==> config.mk <==
export PLATFORM = sky130hd
export DESIGN_NAME = lcbt_ctrl
export DESIGN_NICKNAME = d
export VERILOG_FILES = /design/src/rtl/core/lcbt_pkg.sv /design/src/rtl/core/lcbt_ctrl.sv
export SDC_FILE = /design/constraint.sdc
export NUM_CORES = 1
export LEC_CHECK = 0
export BUFFER_PORTS_ARGS = -buffer_cell sky130_fd_sc_hd__buf_2
export CAP_MARGIN = 25
export CORE_AREA = 5 5 42 44
export DETAILED_ROUTE_END_ITERATION = 6
export DIE_AREA = 0 0 47 49
export MAX_ROUTING_LAYER = met4
export PLACE_DENSITY = 0.66
export SLEW_MARGIN = 20
export SYNTH_ARGS = -nofsm -noshare
export SYNTH_HDL_FRONTEND = slang
export SYNTH_SLANG_ARGS = --single-unit
==> constraint.sdc <==
create_clock -name clk_i -period 1.48 [get_ports clk_i]
set_input_delay 0.222 -clock clk_i [delete_from_list [all_inputs] [get_ports clk_i]]
set_output_delay 0.222 -clock clk_i [all_outputs]
set_load 0.05 [all_outputs]
==> src/rtl/core/lcbt_pkg.sv <==
// Shared types, constants and helpers for the link circuit breaker table.
`default_nettype none

package lcbt_pkg;

  localparam int DEF_LOCAL_PORTS  = 16;
  localparam int DEF_REMOTE_PORTS = 16;

  localparam int CFG_IDX_W = 3;
  localparam int CFG_DATA_W = 24;

  typedef enum logic [CFG_IDX_W-1:0] {
    CFG_ERR_THRESHOLD = 3'd0,
    CFG_ERR_WINDOW    = 3'd1,
    CFG_INIT_COOLDOWN = 3'd2,
    CFG_PROBE_IVAL    = 3'd3,
    CFG_MAX_COOLDOWN  = 3'd4
  } cfg_idx_e;

  localparam logic [7:0]  RST_ERR_THRESHOLD = 8'd3;
  localparam logic [23:0] RST_ERR_WINDOW    = 24'd10;
  localparam logic [23:0] RST_INIT_COOLDOWN = 24'd30;
  localparam logic [23:0] RST_PROBE_IVAL    = 24'd5;
  localparam logic [23:0] RST_MAX_COOLDOWN  = 24'd300;

  typedef enum logic [1:0] {
    OP_QUERY   = 2'd0,
    OP_FAILURE = 2'd1,
    OP_SUCCESS = 2'd2
  } op_e;

  localparam logic [1:0] MODE_CLOSED = 2'd0;
  localparam logic [1:0] MODE_OPEN   = 2'd1;
  localparam logic [1:0] MODE_TRIAL  = 2'd2;

  typedef struct packed {
    logic [1:0]  op;
    logic [3:0]  local_port;
    logic [3:0]  remote_port;
    logic [31:0] now_time;
  } cmd_t;

  typedef struct packed {
    logic        pair_known;
    logic        admitted;
    logic [1:0]  pair_mode;
    logic [23:0] current_cooldown;
    logic        remap_needed;
  } res_t;

  // One health record per port pair; all zero is the reset state.
  typedef struct packed {
    logic        paused;
    logic        trial;
    logic [7:0]  fail_cnt;
    logic [23:0] pause_len;
    logic [31:0] resume_at;
    logic [31:0] last_fail_at;
    logic [31:0] last_probe_at;
  } rec_t;

  // Controller to datapath commands.
  typedef struct packed {
    logic load;
    logic exec;
    logic clear;
  } ctrl_cmd_t;

  function automatic int addr_w(int depth);
    return (depth > 1) ? $clog2(depth) : 1;
  endfunction

endpackage

`default_nettype wire

==> src/rtl/core/lcbt_ctrl.sv <==
// Controller: clearing sweep after reset and per-item sequencing.
`default_nettype none

module lcbt_ctrl #(
  parameter int LOCAL_PORTS  = lcbt_pkg::DEF_LOCAL_PORTS,
  parameter int REMOTE_PORTS = lcbt_pkg::DEF_REMOTE_PORTS
) (
  input  logic                     clk_i,
  input  logic                     rst_ni,
  input  logic                     start,
  output logic                     busy,
  output lcbt_pkg::ctrl_cmd_t      ctl_o,
  output logic [lcbt_pkg::addr_w(LOCAL_PORTS*REMOTE_PORTS)-1:0] clr_addr_o
);

  import lcbt_pkg::*;

  localparam int Pairs = LOCAL_PORTS * REMOTE_PORTS;
  localparam int AddrW = addr_w(Pairs);
  localparam logic [AddrW-1:0] LastAddr = AddrW'(Pairs - 1);

  typedef enum logic [1:0] {
    ST_CLEAR,
    ST_IDLE,
    ST_EXEC
  } state_e;

  state_e           state_q, state_d;
  logic [AddrW-1:0] clr_q, clr_d;

  always_comb begin
    state_d = state_q;
    clr_d   = clr_q;
    unique case (state_q)
      ST_CLEAR: begin
        if (clr_q == LastAddr) begin
          state_d = ST_IDLE;
        end else begin
          clr_d = clr_q + 1'b1;
        end
      end
      ST_IDLE: begin
        if (start) begin
          state_d = ST_EXEC;
        end
      end
      ST_EXEC: state_d = ST_IDLE;
      default: state_d = ST_IDLE;
    endcase
  end

  always_ff @(posedge clk_i or negedge rst_ni) begin
    if (!rst_ni) begin
      state_q <= ST_CLEAR;
      clr_q   <= '0;
    end else begin
      state_q <= state_d;
      clr_q   <= clr_d;
    end
  end

  assign busy       = (state_q != ST_IDLE);
  assign ctl_o.load  = start && (state_q == ST_IDLE);
  assign ctl_o.exec  = (state_q == ST_EXEC);
  assign ctl_o.clear = (state_q == ST_CLEAR);
  assign clr_addr_o  = clr_q;

  a_one_cmd: assert property (@(posedge clk_i) disable iff (!rst_ni)
    $onehot0({ctl_o.load, ctl_o.exec, ctl_o.clear}))
    else $error("controller issued overlapping commands");

endmodule

`default_nettype wire

# Word-level counts from Yosys, hierarchy flattened
# Cells that the tools add are included.
# Widths: inputs -> output; s select.
[totals]
ff_bits = 10
latch_bits = 0
mem_bits_rw = 0
rom_bits = 0
output_inout_bits = 12
n_memories = 0
[op_classes]
addsub = 1
n_mul = 0
div = 0
n_lt_le_gt_ge = 0
eq_ne = 6
shift = 0
muxes = 3
bitwise = 1
reduce_logical = 4
[ops]
columns = ["cell", "n"]
rows = [
  ["$add 8x1->8 const B", 1],
  ["$eq 8x8->1 const B", 1],
  ["$mux 2", 2],
  ["$ne 2x1->1 const B", 2],
  ["$pmux 2 s2", 1],
  ["$reduce_and 2->1", 2],
  ["$eq 2x1->1 const B", 1],
  ["$eq 2x2->1 const B", 1],
  ["$logic_not 2->1", 1],
  ["$ne 2x2->1 const B", 1],
  ["$logic_and 1x1->1", 1],
  ["$not 1->1", 1],
]

# Logic depth before layout (Yosys ltp)
# Gate-level depths: netlist (run 1).
[depth]
depth_word = 3
ltp_mapped = 5

# Worst setup path before layout (run 1)
# Ideal clock, no wire load.
[synth_timing]
path_kind = "reg2out"
from = "register state_q[1]"
to = "output ctl_o[2] (netlist bit)"
arrival_time_ns = 1.606
t_required_ns = 1.258
path_slack_ns = -0.348
stages_incl_launch_ff = 3
cell_sequence = "dfrtp_1 -> nand2b_1 -> nor2_1"
[synth_lines]
columns = ["element", "line_no", "text"]
rows = [
  ["start: declaration", "lcbt_ctrl.sv:28", "state_e state_q, state_d;"],
  ["start signal: assignment", "lcbt_ctrl.sv:57", "state_q <= state_d;"],
  ["end: declaration", "lcbt_ctrl.sv:12", "output lcbt_pkg::ctrl_cmd_t ctl_o,"],
]

==> results.txt, run 1 <==
Required @ worst endpoint: 1260 ps
initial antenna violation count: 0
Worst Setup EP: ctl_o[0]
total die area: 0.00230 mm2
crit path capture type: primary output
initial core utilization: 36.2%
CP top delay family: flip-flops
Ports: 15
Worst Reg-to-Reg Cells: 4
final design utilization: 49.1%
Worst VDD drop: 0.00133 V
via count: 372
Fin Clk Skew: 0.278 ps
Slew @ Worst Pin: 252 ps
Synth area leader: dfrtp_1
# clock sinks: 10
Distinct cells, synth: 23
# port buffers: 14
# DRC: 0
relative slew slack: 83.2%
Slew Viols, Final: 0
register-to-register setup slack: 150 ps
Syn Area/Cell: 11.8 um2
Crit. path cell count: 2
Syn Nets: 47
Syn. warnings: 0
top cells by area, synth: dfrtp_1 49%, xor2_1 5.2%, mux2_1 4.4%
clock-pin slew on the worst setup and hold paths: 70 ps
hold crit path type: in -> reg
RSZ-0062 raised after global routing: false
CP cell instances: nor2_4 > buf_2
CTS Root Buffer Type: clkbuf_4
pre-CTS WS: 158 ps
Tot GR Track Use: 10.6%
final cycle utilization of the critical path: 95.1%
post-synthesis async set-or-reset flop share: 100%
critical path launch point: state_q[0]
post-CTS setup buffer count: 0
Reg2Reg Launch Point: clr_addr_o[0]
Routed Antenna Nets: 0
Initial DRC Count: 3
Critical Path Fanout Max: 5
Cells after Synth: 43
final setup vio count: 0
Crit Reg-Reg Endpoint: clr_addr_o[1]
via/cell ratio: 4.77
core area: 0.00140 mm2
setup ws final: 72.7 ps
Crit path largest cell delay: 460 ps
first-pass GRT wire length: 1.72 mm
Startpoint Class: register
top-area cell type share of the netlist area: 49.3%
critical path class: reg -> out
Top FF cell, synth: dfrtp_1
Fin Setup TNS: 0 ps
antenna diode count: 0
CTS Buffer Depth: 2
synthesized area: 508 um2
time the worst path needs with I/O delays and setup: 1410 ps
EDFF count, synth: 0
Core Rows: 14
Max Clk Rate: 0.711 GHz
Buf/Inv on CP: 1
Crit-path slowest cell: dfrtp_1
CTS tree: done
Power Density: 2420 mW/mm2
drt pass-1 iters: 2
H-tree depth: 1
status: complete, no violations
layout cells sized above 1: 61.3%
max_cap viols: 0
Seq cells post-synth: 10
Leak Pwr: 0.000315 uW
HPWL after DPL: 733 um
pin count of the biggest net entering global routing: 11
Die Wd: 47 um
vias in the first global route: 400
register area share after synthesis: 49.3%
detailed-route wire length: 964 um
Arrival @ worst endpoint: 1190 ps
CTS buffer count: 3
area grow syn2layout: 35.5%
grt ovf: 0
wire per inst: 12.4 um
Fin. Hold Viols: 0
Die Span Y: 49 um
worst skew pair latency: 270 ps
GP Congestion: 0.733
final net count: 67
## cell type report
type / instances / area, um2
fill: 146 / 713
multi-input combinational: 32 / 282
sequential: 10 / 260
timing repair buffer: 15 / 86.3
clock buffer: 4 / 36.3
tap: 16 / 20.0
inverter: 1 / 3.75
## state kept, by name, summed over array words and instances, names as in the netlist
name	cells
clr_addr_o	8
state_q	2
## cells by family (layout without fill, tap and decap cells)
family | Yosys count | count (layout) | share of synthesized area (%)
AND/OR/NAND/NOR | 21 | 21 | 28.1
flip-flops | 10 | 10 | 49.3
XOR/XNOR | 5 | 5 | 8.62
multiplexers | 3 | 3 | 7.39
AO/OA/AOI/OAI | 2 | 2 | 3.45
adder cells (fa/ha/maj) | 1 | 1 | 2.46
buffers and inverters | 1 | 20 | 0.738
## metal layers
layer / part of all wire (%) / vias up / global-route usage, % / wire length, um
met5: 0 / - / - / 0
met4: 2.7 / 0 / 6.91 / 26
met3: 7.7 / 4 / 3.32 / 74
met2: 45 / 14 / 14.3 / 434
met1: 45 / 166 / 13.3 / 429
li1: - / 188 / - / -
## cell usage in the layout (no fill, tap or decap)
| cell | count |
|---|---|
| mux2_1 | 2 |
| nand4_2 | 1 |
| dfrtp_1 | 2 |
| o21ai_2 | 1 |
| nor2b_1 | 1 |
| nor2_1 | 3 |
| inv_1 | 1 |
| nand2_1 | 3 |
| nand4_1 | 2 |
| nor2_4 | 2 |
| xor2_1 | 3 |
| clkbuf_8 | 1 |
| dfrtp_2 | 8 |
| dlygate4sd3_1 | 1 |
| xnor2_1 | 2 |
| a211o_1 | 1 |
| buf_2 | 13 |
| nor3b_2 | 1 |
| nor3_1 | 1 |
| nand2b_4 | 1 |
| clkbuf_4 | 3 |
| mux2_4 | 1 |
| ha_4 | 1 |
| buf_6 | 1 |
| and2_4 | 1 |
| nor3_2 | 1 |
| nand3_2 | 2 |
| and3_1 | 1 |
| nand3_1 | 1 |
## where the power goes
group | switching, uW | leakage (uW) | internal (uW)
clock network | 105 | 0.0000210 | 149
registers | 166 | 0.000116 | 404
logic | 582 | 0.000178 | 262
total | 854 | 0.000315 | 815
## through the flow
stage	area [um2]	hold slack, ps	cells	power, uW
3_5_place_dp	631	101	73	1430
2_1_floorplan	541	-73.6	43	1230
6_report	688	231	78	1670
3_3_place_gp	631	95.7	73	1410
4_1_cts	679	224	78	1690
5_1_grt	688	232	78	1780
## cell usage after synthesis, types with 2 or more instances
cell type  number
dfrtp_1        10
mux2_1          2
nand2_1         3
nand3_2         2
nand4_1         2
nor2_1          4
xnor2_1         2
xor2_1          3
## how the worst min path moves through the flow
stage	slack, ps	from	cells after the start	to
after floorplan	-70	rst_ni	0	clr_addr_o[0]
after CTS	220	start	3	state_q[1]
after global routing	230	start	3	state_q[1]
after detailed placement	100	rst_ni	1	state_q[0]
final	230	start	3	state_q[1]
after global placement	100	rst_ni	1	clr_addr_o[2]
## worst min-delay path: cells and delay by family
kind,cells,cell delay [ps]
and+or+nand+nor,1,100
buffers and inverters,2,140
## what timing repair did
| item | in CTS | in global routing |
|---|---|---|
| hold buffers | 1 | 0 |
| endpoints found under the hold margin | 10 | 0 |
| endpoints found under the setup margin | 1 | 1 |
| gates resized for setup | 1 | 2 |
No activity file was read; power rests on OpenSTA's default activity.
==> run 2, diff against run 1 <==
BUFFER_PORTS_ARGS = unset   (was -buffer_cell sky130_fd_sc_hd__buf_2)
DONT_BUFFER_PORTS = 1   (was unset)
PLACE_DENSITY = 0.56   (was 0.66)
==> results.txt, run 2 (same netlist as run 1, synthesis figures left out) <==
status: complete, no violations
final net count: 64 (-4.5%)
GP Congestion: 0.795 (+8.4%)
Crit Reg-Reg Endpoint: clr_addr_o[1]
Startpoint Class: register
min-delay src: start
Leak Pwr: 0.000302 uW (-4.1%)
Placed Cells incl. Taps: 70 (-4.1%)
via count: 383 (+3.0%)
# port buffers: 0 (-14)
initial core utilization: 36.2% (unchanged)
Fin. Hold Viols: 0 (unchanged)
Arrival @ worst endpoint: 1190 ps (about the same)
CTS Buffer Depth: 2 (unchanged)
post-cts resize count: 0 (-1)
wire per inst: 13.4 um (+8.4%)
antenna diode count: 0 (unchanged)
# DRC: 0 (unchanged)
RSZ-0062 raised after global routing: false
area grow syn2layout: 33.7%
crit path capture type: primary output
core area: 0.00140 mm2 (unchanged)
Critical Path Fanout Max: 4 (-1)
time the worst path needs with I/O delays and setup: 1410 ps (+0.705 ps)
hold crit path type: in -> reg
grt ovf: 0 (unchanged)
total die area: 0.00230 mm2 (unchanged)
initial antenna violation count: 0 (unchanged)
CTS Root Buffer Type: clkbuf_4
CTS tree: done
Tot GR Track Use: 10.8% (+0.15 points)
first-pass GRT wire length: 1.75 mm (+1.6%)
Core Rows: 14 (unchanged)
final setup vio count: 0 (unchanged)
max_cap viols: 0 (unchanged)
non-filler cells, final: 75 (-3.8%)
Initial DRC Count: 15 (+12)
vias in the first global route: 413 (+3.3%)
HPWL after DPL: 816 um (+11%)
pin count of the biggest net entering global routing: 11 (unchanged)
Hold Path Depth: 2 (-1)
critical path class: reg -> out
drt pass-1 iters: 4 (+2)
Slew @ Worst Pin: 445 ps (+193 ps)
Die Wd: 47 um (unchanged)
Hold EP: state_q[1]
layout cells sized above 1: 57.6% (-3.7 points)
Power Density: 2480 mW/mm2 (+2.1%)
Required @ worst endpoint: 1260 ps (about the same)
Fin Clk Skew: 11.3 ps (+11.0 ps)
register-to-register setup slack: 200 ps (+50 ps)
clock-pin slew on the worst setup and hold paths: 60 ps (about the same)
commonest non-fill, non-tap cell in the layout: buf_4
Max Clk Rate: 0.710 GHz (about the same)
H-tree depth: 1 (unchanged)
# clock sinks: 10 (unchanged)
Worst Reg-to-Reg Cells: 4 (unchanged)
Fin Setup TNS: 0 ps (unchanged)
Die Span Y: 49 um (unchanged)
highest-count cells in the layout ignoring fill and taps: 11 x buf_4, 8 x dfrtp_2
via/cell ratio: 5.11 (+7.1%)
Ports: 15 (unchanged)
Slew Viols, Final: 0 (unchanged)
max reg flops: 8 (unchanged)
detailed-route wire length: 1.01 mm (+4.3%)
worst skew pair latency: 270 ps (about the same)
Routed Antenna Nets: 0 (unchanged)
final cycle utilization of the critical path: 95.1% (about the same)
Worst VDD drop: 0.00126 V (-4.7%)
Reg2Reg Launch Point: clr_addr_o[0]
relative slew slack: 70.2% (-13 points)
CTS buffer count: 3 (unchanged)
run 2: cell types whose count changed in the layout (fill, tap and decap cells not counted), sizes merged:
cell,change
buf,-3
run 2: stage by stage:
stage / util [%] / total power (uW) / hold slack [ps] / area, um2 / setup slack, ps
6_report: 48.5 / 1680 / 168 / 679 / 71.9
5_1_grt: 48.5 / 1790 / 192 / 679 / 22.3
4_1_cts: 48.5 / 1710 / 167 / 679 / 28.0
3_5_place_dp: 45.9 / 1500 / -73.3 / 643 / 180
3_3_place_gp: 45.9 / 1470 / -73.3 / 643 / 216
2_1_floorplan: - / 1230 / -73.6 / 541 / 1.53
run 2: what timing repair did:
| action | 4_1_cts | 5_1_grt |
|---|---|---|
| hold endpoints to repair | 10 | 0 |
| endpoints found under the setup margin | 0 | 1 |
| hold buffers | 1 | 0 |
| buffers inserted | 0 | 0 |
run 2: area by class of cell:
class	instances	area, um2
Sequential cell	10	260
Multi-Input combinational cell	32	277
Clock buffer	4	26.3
Tap cell	16	20.0
Fill cell	145	722
Inverter	1	3.75
Timing Repair Buffer	12	92.6
run 2: worst max-delay path by stage:
stage	depth (start not counted)	from	slack (ps)	endpoint
after floorplan	4	state_q[0]	2	clr_addr_o[6]
after global placement	4	state_q[0]	220	clr_addr_o[6]
after detailed placement	3	clr_addr_o[4]	180	clr_addr_o[1]
after CTS	2	state_q[1]	30	ctl_o[2]
after global routing	2	state_q[1]	20	ctl_o[2]
final	2	state_q[1]	70	ctl_o[2]
run 2: metal layers:
metal | routed length (um) | GRT usage, % | share of wire [%]
met4 | 0 | 6.91 | 0
met2 | 473 | 14.9 | 47
met5 | 0 | - | 0
met1 | 410 | 13.3 | 41
met3 | 120 | 2.95 | 12
run 2: report_power, final:
part           leakage, uW  total [uW]  internal (uW)  switching [uW]
registers         0.000116         547            403             144
clock network    0.0000150         199            104            94.8
logic             0.000171         936            316             620
run 2: critical path, stage by stage, from the launching register on:
cell      delay, ps
dfrtp_1         420
nand2b_2        220
nor2_4          280
==> run 3, diff against run 2 <==
clock period = 1.7 ns   (was 1.48 ns; I/O delays follow)
==> results.txt, run 3 (same netlist as run 1, synthesis figures left out) <==
via count: 387 (+1.0%)
Fin Clk Skew: 4.29 ps (-7.00 ps)
max reg flops: 8 (unchanged)
total die area: 0.00230 mm2 (unchanged)
critical path class: reg -> out
initial core utilization: 36.2% (unchanged)
max_cap viols: 0 (unchanged)
min-delay src: start
post-cts resize count: 0 (unchanged)
worst skew pair latency: 260 ps (about the same)
pin count of the biggest net entering global routing: 11 (unchanged)
core area: 0.00140 mm2 (unchanged)
Hold EP: state_q[1]
Fin Setup TNS: 0 ps (unchanged)
vias in the first global route: 404 (-2.2%)
Slew Viols, Final: 0 (unchanged)
drt pass-1 iters: 2 (-2)
layout cells sized above 1: 43.3% (-14 points)
Reg2Reg Launch Point: clr_addr_o[3]
Startpoint Class: register
first-pass GRT wire length: 1.72 mm (-1.5%)
CTS Buffer Depth: 2 (unchanged)
Crit Reg-Reg Endpoint: clr_addr_o[1]
detailed-route wire length: 1.05 mm (+4.9%)
status: complete, no violations
via/cell ratio: 5.09 (-0.29%)
register-to-register setup slack: 350 ps (+150 ps)
Ports: 15 (unchanged)
CTS buffer count: 3 (unchanged)
Die Wd: 47 um (unchanged)
grt ovf: 0 (unchanged)
crit path capture type: primary output
Worst Reg-to-Reg Cells: 3 (-1)
RSZ-0062 raised after global routing: false
initial antenna violation count: 0 (unchanged)
Critical Path Fanout Max: 4 (unchanged)
hold_ws: 160 ps (-8.71 ps)
Hold Path Depth: 2 (unchanged)
Tot Pwr: 1470 uW (-13%)
H-tree depth: 1 (unchanged)
final cycle utilization of the critical path: 84.0%
Routed Antenna Nets: 0 (unchanged)
# DRC: 0 (unchanged)
Fin. Hold Viols: 0 (unchanged)
Worst VDD drop: 0.00107 V (-16%)
final setup vio count: 0 (unchanged)
highest-count cells in the layout ignoring fill and taps: 12 x buf_4, 10 x dfrtp_1
# port buffers: 0 (unchanged)
time the worst path needs with I/O delays and setup: 1430 ps
relative slew slack: 67.4% (-2.9 points)
Slew @ Worst Pin: 488 ps (+43.0 ps)
Required @ worst endpoint: 1440 ps (+180 ps)
Core Rows: 14 (unchanged)
Power Density: 2200 mW/mm2 (-11%)
final net count: 65 (+1.6%)
clock-pin slew on the worst setup and hold paths: 70 ps (about the same)
commonest non-fill, non-tap cell in the layout: buf_4
Initial DRC Count: 1 (-14)
Max Clk Rate: 0.701 GHz
wire per inst: 13.9 um (+3.5%)
hold crit path type: in -> reg
area grow syn2layout: 31.3%
# clock sinks: 10 (unchanged)
CTS Root Buffer Type: clkbuf_4
GP Congestion: 0.798 (+0.43%)
Arrival @ worst endpoint: 1170 ps (-20 ps)
antenna diode count: 0 (unchanged)
CTS tree: done
Die Span Y: 49 um (unchanged)
Leak Pwr: 0.000322 uW (+6.7%)
Tot GR Track Use: 10.8% (about the same)
run 3: cell count changes in the layout (fill, tap and decap cells not counted), sizes merged:
cell / delta
buf: +1
run 3: worst max path at each step:
stage,from,endpoint,slack (ps),cells past startpoint
final,state_q[1],ctl_o[2],270,3
after detailed placement,clr_addr_o[3],clr_addr_o[1],360,3
after CTS,state_q[1],ctl_o[2],260,3
after global routing,state_q[1],ctl_o[2],180,3
after floorplan,clr_addr_o[0],clr_addr_o[1],10,4
after global placement,clr_addr_o[2],clr_addr_o[1],400,3
run 3: critical path, cell delays in order (launching register included):
cell and delay (ps):
dfrtp_1 420, nand2b_1 190, nor2_2 90, buf_4 200
run 3: through the flow:
stage / cells / worst slack, ps / util [%] / cell area (um2)
floorplan: 43 / 12.6 / - / 510
global placement: 71 / 401 / 44.3 / 621
detailed placement: 71 / 361 / 44.3 / 621
CTS: 76 / 258 / 47.6 / 667
global route: 76 / 181 / 47.6 / 667
finish: 76 / 273 / 47.6 / 667
run 3: area by class of cell:
type	instances	area [um2]
Inverter	1	3.75
Multi-Input combinational cell	32	256
Fill cell	147	734
Timing Repair Buffer	13	100
Sequential cell	10	250
Tap cell	16	20.0
Clock buffer	4	36.3
run 3: timing repair:
| item | in CTS | in global routing |
|---|---|---|
| buffers inserted | 0 | 0 |
| endpoints found under the setup margin | 0 | 0 |
| endpoints found under the hold margin | 10 | 0 |
| hold buffers | 1 | 0 |
run 3: power by group:
part	total, uW	internal (uW)	switching (uW)
Sequential	448	334	114
Combinational	811	265	546
Clock	210	130	79.9
run 3: routing by layer:
metal  track usage (%)  wire, um  share of wire [%]  up-vias
li1                  -         -                  -      185
met1              12.6       424                 40      187
met2              15.6       534                 51       13
met3              2.95        89                8.4        2
met4              6.91         5               0.47        0
met5                 -         0                  0        -
